### src/sv/fac_pkg.sv
package fac_pkg;

  // Field widths
  localparam int unsigned ElemW  = 32;
  localparam int unsigned PlaneW = 3;
  localparam int unsigned CompW  = ElemW + 1;          // row3 +/- row k
  localparam int unsigned ProdW  = CompW + ElemW;      // exact product
  localparam int unsigned AccW   = ProdW + 2;          // three products plus d
  localparam int unsigned DShift = 16;                 // Q16.16 to Q32.32

  // Opcodes
  localparam logic OpWrite = 1'b0;
  localparam logic OpBox   = 1'b1;

  // Matrix store read request, two ports
  typedef struct packed {
    logic       en;
    logic [3:0] addr_a;
    logic [3:0] addr_b;
  } mat_rd_t;

  // Matrix store write request
  typedef struct packed {
    logic             en;
    logic [3:0]       addr;
    logic [ElemW-1:0] data;
  } mat_wr_t;

  // Multiply-accumulate operation
  typedef struct packed {
    logic                    start;
    logic                    load;   // load d << 16 instead of adding n * v
    logic signed [CompW-1:0] n;
    logic signed [ElemW-1:0] v;
  } mac_op_t;

endpackage

### src/sv/fac_matrix_store.sv
module fac_matrix_store
  import fac_pkg::*;
(
  input  logic             clk_i,
  input  logic             rst_ni,
  input  mat_wr_t          wr_i,
  input  mat_rd_t          rd_i,
  output logic [ElemW-1:0] rd_a_o,
  output logic [ElemW-1:0] rd_b_o
);

  logic [ElemW-1:0] mem_q [16];
  logic [15:0]      valid_q;
  logic [ElemW-1:0] rd_a_q;
  logic [ElemW-1:0] rd_b_q;

  // Mark written entries; unwritten ones read as zero
  always_ff @(posedge clk_i or negedge rst_ni) begin
    if (!rst_ni) begin
      valid_q <= '0;
    end else if (wr_i.en) begin
      valid_q[wr_i.addr] <= 1'b1;
    end
  end

  // Store element
  always_ff @(posedge clk_i) begin
    if (wr_i.en) begin
      mem_q[wr_i.addr] <= wr_i.data;
    end
  end

  // Registered reads on both ports
  always_ff @(posedge clk_i) begin
    if (rd_i.en) begin
      rd_a_q <= valid_q[rd_i.addr_a] ? mem_q[rd_i.addr_a] : '0;
      rd_b_q <= valid_q[rd_i.addr_b] ? mem_q[rd_i.addr_b] : '0;
    end
  end

  assign rd_a_o = rd_a_q;
  assign rd_b_o = rd_b_q;

endmodule

### src/sv/fac_mac.sv
module fac_mac
  import fac_pkg::*;
(
  input  logic    clk_i,
  input  logic    rst_ni,
  input  mac_op_t op_i,
  output logic    neg_o,
  output logic    busy_o
);

  logic                    pipe_q;
  logic                    load_q;
  logic signed [ProdW-1:0] prod_d;
  logic signed [ProdW-1:0] prod_q;
  logic signed [AccW-1:0]  acc_q;

  // Form product, or align d to the product's binary point
  always_comb begin
    if (op_i.load) begin
      prod_d = ProdW'(op_i.n) <<< DShift;
    end else begin
      prod_d = op_i.n * op_i.v;
    end
  end

  // Track the product stage
  always_ff @(posedge clk_i or negedge rst_ni) begin
    if (!rst_ni) begin
      pipe_q <= 1'b0;
    end else begin
      pipe_q <= op_i.start;
    end
  end

  // Register product
  always_ff @(posedge clk_i) begin
    if (op_i.start) begin
      prod_q <= prod_d;
      load_q <= op_i.load;
    end
  end

  // Accumulate
  always_ff @(posedge clk_i) begin
    if (pipe_q) begin
      if (load_q) begin
        acc_q <= AccW'(prod_q);
      end else begin
        acc_q <= acc_q + AccW'(prod_q);
      end
    end
  end

  assign neg_o  = acc_q[AccW-1];
  assign busy_o = pipe_q;

endmodule

### src/sv/frustum_aabb_cull.sv
// Frustum culling of axis-aligned boxes against a stored 4x4 view-projection
// matrix. A write item (opcode 0) stores one Q16.16 element and gives no
// result. A box item (opcode 1) gives one outside flag: planes r3+r0,
// r3-r0, r3+r1, r3-r1, r3+r2, r3-r2 are tested in that order up to
// plane_count (saturated to PLANE_SLOTS), using the p-vertex picked by the
// signs of each normal, with exact arithmetic and no normalisation. Testing
// stops at the first plane that rejects. Each of the four plane components
// goes through one read of the two-port matrix store, one add or subtract,
// and one pass of the single shared 33x32 multiply-accumulate unit, and a
// final check step tests the sign of the 67-bit sum. The block takes no
// item while a box is in progress; a finished result waits in the output
// register while the next item is accepted.
module frustum_aabb_cull
  import fac_pkg::*;
#(
  parameter int unsigned PLANE_SLOTS = 6
) (
  input  logic              clk_i,
  input  logic              rst_ni,
  // configuration write
  input  logic              cfg_valid_i,
  output logic              cfg_ready_o,
  input  logic [PlaneW-1:0] cfg_data_i,
  // input items
  input  logic              in_valid_i,
  output logic              in_ready_o,
  input  logic              opcode_i,
  input  logic [1:0]        row_index_i,
  input  logic [1:0]        col_index_i,
  input  logic [ElemW-1:0]  element_value_i,
  input  logic [ElemW-1:0]  min_x_i,
  input  logic [ElemW-1:0]  min_y_i,
  input  logic [ElemW-1:0]  min_z_i,
  input  logic [ElemW-1:0]  max_x_i,
  input  logic [ElemW-1:0]  max_y_i,
  input  logic [ElemW-1:0]  max_z_i,
  // result items
  output logic              out_valid_o,
  input  logic              out_ready_i,
  output logic              outside_o
);

  typedef enum logic [2:0] {
    S_IDLE,
    S_READ,
    S_FORM,
    S_MUL,
    S_ACC,
    S_CHECK,
    S_DONE
  } state_e;

  state_e                  state_q;
  logic [1:0]              comp_q;       // 0: d, 1..3: x, y, z
  logic [PlaneW-1:0]       plane_q;
  logic [PlaneW-1:0]       count_q;
  logic [PlaneW-1:0]       plane_count_q;
  logic [PlaneW-1:0]       count_sat;
  logic                    result_q;
  logic                    out_valid_q;
  logic                    outside_q;
  logic signed [CompW-1:0] n_q;
  logic signed [ElemW-1:0] bmin_q [3];
  logic signed [ElemW-1:0] bmax_q [3];

  logic                    in_acc;
  logic [1:0]              col;
  logic [1:0]              axis;
  logic [ElemW-1:0]        rd_a;
  logic [ElemW-1:0]        rd_b;
  logic signed [CompW-1:0] n_d;
  logic                    mac_neg;
  logic                    mac_busy;
  mat_wr_t                 mat_wr;
  mat_rd_t                 mat_rd;
  mac_op_t                 mac_op;

  assign cfg_ready_o = 1'b1;
  assign in_ready_o  = (state_q == S_IDLE);
  assign in_acc      = in_valid_i && in_ready_o;
  assign out_valid_o = out_valid_q;
  assign outside_o   = outside_q;

  // Hold plane count
  always_ff @(posedge clk_i or negedge rst_ni) begin
    if (!rst_ni) begin
      plane_count_q <= PlaneW'(6);
    end else if (cfg_valid_i) begin
      plane_count_q <= cfg_data_i;
    end
  end

  assign count_sat = (plane_count_q > PlaneW'(PLANE_SLOTS)) ? PlaneW'(PLANE_SLOTS)
                                                             : plane_count_q;

  // Column of the current component; d sits in column 3
  assign col  = (comp_q == 2'd0) ? 2'd3 : comp_q - 2'd1;
  assign axis = comp_q - 2'd1;

  // Matrix store requests
  always_comb begin
    mat_wr.en     = in_acc && (opcode_i == OpWrite);
    mat_wr.addr   = {row_index_i, col_index_i};
    mat_wr.data   = element_value_i;
    mat_rd.en     = (state_q == S_READ);
    mat_rd.addr_a = {2'd3, col};
    mat_rd.addr_b = {plane_q[2:1], col};
  end

  fac_matrix_store u_store (
    .clk_i  (clk_i),
    .rst_ni (rst_ni),
    .wr_i   (mat_wr),
    .rd_i   (mat_rd),
    .rd_a_o (rd_a),
    .rd_b_o (rd_b)
  );

  // Plane component: row3 plus or minus the selected row
  always_comb begin
    if (plane_q[0]) begin
      n_d = CompW'($signed(rd_a)) - CompW'($signed(rd_b));
    end else begin
      n_d = CompW'($signed(rd_a)) + CompW'($signed(rd_b));
    end
  end

  // Feed the shared unit: d first, then normal times p-vertex coordinate
  always_comb begin
    mac_op.start = (state_q == S_MUL);
    mac_op.load  = (comp_q == 2'd0);
    mac_op.n     = n_q;
    if (comp_q == 2'd0) begin
      mac_op.v = '0;
    end else if (n_q[CompW-1]) begin
      mac_op.v = bmin_q[axis];
    end else begin
      mac_op.v = bmax_q[axis];
    end
  end

  fac_mac u_mac (
    .clk_i  (clk_i),
    .rst_ni (rst_ni),
    .op_i   (mac_op),
    .neg_o  (mac_neg),
    .busy_o (mac_busy)
  );

  // Capture box corners
  always_ff @(posedge clk_i) begin
    if (in_acc && (opcode_i == OpBox)) begin
      bmin_q[0] <= min_x_i;
      bmin_q[1] <= min_y_i;
      bmin_q[2] <= min_z_i;
      bmax_q[0] <= max_x_i;
      bmax_q[1] <= max_y_i;
      bmax_q[2] <= max_z_i;
    end
  end

  // Register plane component
  always_ff @(posedge clk_i) begin
    if (state_q == S_FORM) begin
      n_q <= n_d;
    end
  end

  // Sequencer and output register
  always_ff @(posedge clk_i or negedge rst_ni) begin
    if (!rst_ni) begin
      state_q     <= S_IDLE;
      comp_q      <= '0;
      plane_q     <= '0;
      count_q     <= '0;
      result_q    <= 1'b0;
      out_valid_q <= 1'b0;
      outside_q   <= 1'b0;
    end else begin
      // drop a taken result unless a finished box refills the register
      if (out_valid_q && out_ready_i && (state_q != S_DONE)) begin
        out_valid_q <= 1'b0;
      end
      case (state_q)
        S_IDLE: begin
          if (in_acc && (opcode_i == OpBox)) begin
            comp_q   <= '0;
            plane_q  <= '0;
            count_q  <= count_sat;
            result_q <= 1'b0;
            state_q  <= (count_sat == '0) ? S_DONE : S_READ;
          end
        end
        S_READ: begin
          state_q <= S_FORM;
        end
        S_FORM: begin
          state_q <= S_MUL;
        end
        S_MUL: begin
          state_q <= S_ACC;
        end
        S_ACC: begin
          comp_q <= comp_q + 2'd1;
          if (comp_q == 2'd3) begin
            state_q <= S_CHECK;
          end else begin
            state_q <= S_READ;
          end
        end
        S_CHECK: begin
          if (mac_neg) begin
            result_q <= 1'b1;
            state_q  <= S_DONE;
          end else if (plane_q + PlaneW'(1) == count_q) begin
            state_q <= S_DONE;
          end else begin
            plane_q <= plane_q + PlaneW'(1);
            state_q <= S_READ;
          end
        end
        S_DONE: begin
          // hand over once the output register is free
          if (!out_valid_q || out_ready_i) begin
            out_valid_q <= 1'b1;
            outside_q   <= result_q;
            state_q     <= S_IDLE;
          end
        end
        default: begin
          state_q <= S_IDLE;
        end
      endcase
    end
  end

  // Plane index stays below the saturated count while a box is tested
  assert property (@(posedge clk_i) disable iff (!rst_ni)
    (state_q != S_IDLE && state_q != S_DONE) |->
      (plane_q < count_q && count_q <= PlaneW'(PLANE_SLOTS)))
    else $error("plane index out of range");

  // Sign is checked only once the last accumulation has landed
  assert property (@(posedge clk_i) disable iff (!rst_ni)
    (state_q == S_CHECK) |-> !mac_busy)
    else $error("sign checked while accumulator busy");

  // A result appears only when a box finishes
  assert property (@(posedge clk_i) disable iff (!rst_ni)
    $rose(out_valid_q) |-> $past(state_q == S_DONE))
    else $error("result without finished box");

  // A write item leaves the block idle
  assert property (@(posedge clk_i) disable iff (!rst_ni)
    (in_acc && opcode_i == OpWrite) |=> (state_q == S_IDLE))
    else $error("write item started processing");

endmodule

### config.mk
export PLATFORM = sky130hd
export DESIGN_NAME = frustum_aabb_cull
export DESIGN_NICKNAME = d
export VERILOG_FILES = /design/src/sv/fac_pkg.sv /design/src/sv/fac_matrix_store.sv /design/src/sv/fac_mac.sv /design/src/sv/frustum_aabb_cull.sv
export SDC_FILE = /design/constraint.sdc
export NUM_CORES = 2
export LEC_CHECK = 0
export ABC_CLOCK_PERIOD_IN_PS = 10800
export BUFFER_PORTS_ARGS = -buffer_cell sky130_fd_sc_hd__buf_4
export CAP_MARGIN = 20
export CELL_PAD_IN_SITES_DETAIL_PLACEMENT = 1
export CELL_PAD_IN_SITES_GLOBAL_PLACEMENT = 2
export CORE_MARGIN = 4
export CORE_UTILIZATION = 45
export DETAILED_ROUTE_END_ITERATION = 7
export PLACE_DENSITY_LB_ADDON = 0.1
export SLEW_MARGIN = 20
export SYNTH_ARGS = -nofsm -noshare
export SYNTH_HDL_FRONTEND = slang
export SYNTH_SLANG_ARGS = --single-unit
export TNS_END_PERCENT = 5
### constraint.sdc
create_clock -name clk_i -period 10.8 [get_ports clk_i]
set_input_delay 2.16 -clock clk_i [delete_from_list [all_inputs] [get_ports clk_i]]
set_output_delay 2.16 -clock clk_i [all_outputs]
set_load 0.02 [all_outputs]
==> results.yml <==
outcome:
  status: "complete, no violations"
sta:
  fin_setup_tns_ns: 0
  hold_viol: 0
  holdWs_ns: 0.4629
  max_slew.worst_pin.slew_ns: 1.017
  slew_viol_final: 0
  fin_crit_sh: 0.9538
  finClkSkew_ns: 0.09025
  relSlewSlack: 0.3217
  finalCriticalPeriod_ns: 10.30
  grt_setup_unrepaired: "false"
  finalSetupViolations: 0
  max_freq_ghz: 0.09708
floorplanning:
  core_area_sq_um: 176500
  dieArea_sq_um: 184800
  initial_core_util: 0.4538
  die_h_um: 429.9
  std_cell_rows: 154
  ios: 241
  fp.dieW_um: 429.9
worst_setup_path:
  cp-start-kind: "flop"
  cp_slowest_cell: "a2111oi_2"
  end_kind: "flop"
  cp_num_buf_inv: 4
  crit_type: "flop to flop"
  crit_path_max_incr_delay_ns: 0.64
  crit_family: "adder cells"
  cp-startpoint: "comp_q[0]$_DFFE_PN0P_"
  cp.required_ns: 11.34
  worstReg2RegStart: "comp_q[0]$_DFFE_PN0P_"
  rrSetupSlack_ns: 0.50
  cp.arrival_ns: 10.84
  crit_fanout: 32
  cp_common_cell: "fa_1"
cts:
  cts_max_path_buffers: 3
  clock-sinks: 968
  root_buffer: "clkbuf_16"
  tritoncts: "done"
  htree_num_levels: 3
  cts_made_buffers: 107
  clkLatencyLatePin_ns: 0.78
  ctsHoldBuffers: 0
  clk_pin_slew_worst_paths_ns: 0.06
min_path:
  min_path_type: "flop to flop"
  min_from: "u_store.valid_q[1]$_DFFE_PN0P_"
grt:
  grt_pass1_wl_um: 368900
  grt_use_total: 0.2642
  antenna_found_initial: 13
  grt_pass1_vias: 58440
  grt_max_degree: 142
  overflow: 0
route:
  via_count: 51500
  firstDrtPassIters: 7
  wl_per_cell_um: 25.48
  ant_nets: 0
  avgViaCountPerCell: 5.490
  wl_um: 239000
  drc_errors: 0
  drt_iter0_drc: 3115
yosys:
  ys_ff_latch: 968
  synth_area_leaders: "edfxtp_1 (35%), fa_1 (28%), inv_1 (4.8%)"
  synth_edf_count: 934
  synth_cell_types: 88
  synth_cells: 6797
  synthFlopType: "edfxtp_1"
  yosysSeqAreaShare: 0.3608
  post-synth-top-area-cell: "edfxtp_1"
  synth_async_sr_flop_share: 0.03512
  synth_top_area_share: 0.3501
  synth_area_sq_um: 80100
  yosys_warnings: 0
  syn_area_per_cell_sq_um: 11.78
  synth_nets: 8436
placement:
  numPortBuffers: 239
  place.gp.congestion: 0.8740
  post-dp-hpwl_um: 180500
layout:
  drive_gt1_frac: 0.1166
  nNetsFinal: 8588
  finish.utilization: 0.5009
  syn_to_final_growth_pct: 10.37
flow_run:
  max_cap_viol_count: 0
[sequential cells by signal, indices dropped and copies added, names as in the netlist]
name and count:
comp_q 2, u_store.mem_q 512, state_q 3, bmin_q 96, plane_q 3, u_store.rd_b_o 32, count_q 3, u_mac.busy_o 1
result_q 1, u_mac.prod_q 65, u_store.valid_q 16, out_valid_o 1, bmax_q 96, u_store.rd_a_o 32, outside_o 1, u_mac.acc_q 67
u_mac.load_q 1, n_q 33, plane_count_q 3
[cells in the mapped netlist, drive strengths merged, types with 43 or more instances]
cell / number
a21o: 92
a21oi: 249
and2: 597
clkbuf: 317
edfxtp: 934
fa: 1114
ha: 288
inv: 1020
mux2i: 67
mux4: 166
nand2: 757
nand3: 43
nor2: 211
nor3: 53
o21a: 54
o21ai: 212
xnor2: 125
xor2: 57
[layer usage]
layer | vias up | wire (um) | GRT usage
li1 | 22570 | - | -
met1 | 27590 | 100400 | 0.3501
met3 | 280 | 10410 | 0.03146
met5 | - | 36 | 0
met2 | 1058 | 121900 | 0.4656
met4 | 4 | 6260 | 0.06392
[layout make-up]
type                    count  area [sq um]
clock inverters            63         673.1
repair buffers            398          3075
well taps                2340          2928
multi-input cells        4453         46170
flip-flops and latches    968         28910
clock buffers             132          2801
diodes                      6         15.01
fillers                 18370         88090
inverters                1021          3842
[cell usage in the layout (no fill, tap or decap), types with 22 or more instances in the layout]
| cell | netlist | final |
|---|---|---|
| a211oi_1 | 30 | 29 |
| a21o_1 | 92 | 92 |
| a21oi_1 | 249 | 249 |
| and2_1 | 597 | 597 |
| and3_1 | 23 | 22 |
| buf_4 | 6 | 391 |
| clkbuf_1 | 317 | 22 |
| clkbuf_16 | 0 | 107 |
| clkinv_1 | 1 | 22 |
| dfrtp_1 | 32 | 28 |
| edfxtp_1 | 934 | 934 |
| fa_1 | 1114 | 1113 |
| ha_1 | 288 | 287 |
| inv_1 | 1020 | 1019 |
| mux2i_1 | 67 | 67 |
| mux4_2 | 166 | 166 |
| nand2_1 | 757 | 757 |
| nand3_1 | 43 | 43 |
| nand4_1 | 32 | 32 |
| nor2_1 | 210 | 192 |
| nor3_1 | 52 | 48 |
| o21a_1 | 54 | 52 |
| o21ai_0 | 202 | 202 |
| o21bai_1 | 28 | 28 |
| or2_2 | 29 | 29 |
| xnor2_1 | 125 | 125 |
| xor2_1 | 57 | 57 |
[cells by family after synthesis]
group,after synthesis,synth area share
simple gates,1830,0.1119
xor+xnor,182,0.01990
compound gates,796,0.06253
other cells,1,0.00004682
buf+inv,1376,0.06507
mux,242,0.05631
fa+ha+maj,1402,0.3234
flops,968,0.3608
[path summary, 6_finish.rpt]
| path | end | cells past startpoint |
|---|---|---|
| setup reg to reg | u_mac.prod_q[60]$_DFFE_PP_ | 29 |
| setup / recovery | u_mac.prod_q[60]$_DFFE_PP_ | 29 |
| max in group asynchronous | plane_q[1]$_DFFE_PN0P_ | 1 |
| min in group asynchronous | out_valid_o$_DFF_PN0_ | 1 |
| hold reg to reg | u_store.valid_q[1]$_DFFE_PN0P_ | 1 |
| hold / removal | u_store.valid_q[1]$_DFFE_PN0P_ | 1 |
[metrics by stage]
stage / cell area (sq um) / setup WS (ns) / cells
2_1_floorplan: 80100 / 1.964 / 6797
5_1_grt: 88410 / 0.02653 / 9379
4_1_cts: 88360 / 0.05450 / 9374
3_3_place_gp: 84880 / 0.1575 / 9179
3_5_place_dp: 84880 / 0.1070 / 9179
6_report: 88410 / 0.4987 / 9381
[repair_timing]
item / in CTS / in global routing
setup buffers: 0 / 1
gates cloned: 0 / 0
setup endpoints to repair: 2 / 19
pin swaps: 0 / 1
gates resized for setup: 1 / 3
Power is left out: the tool's default activity adds up to more than one toggle a clock period on the data nets, which glitch-free logic cannot reach.
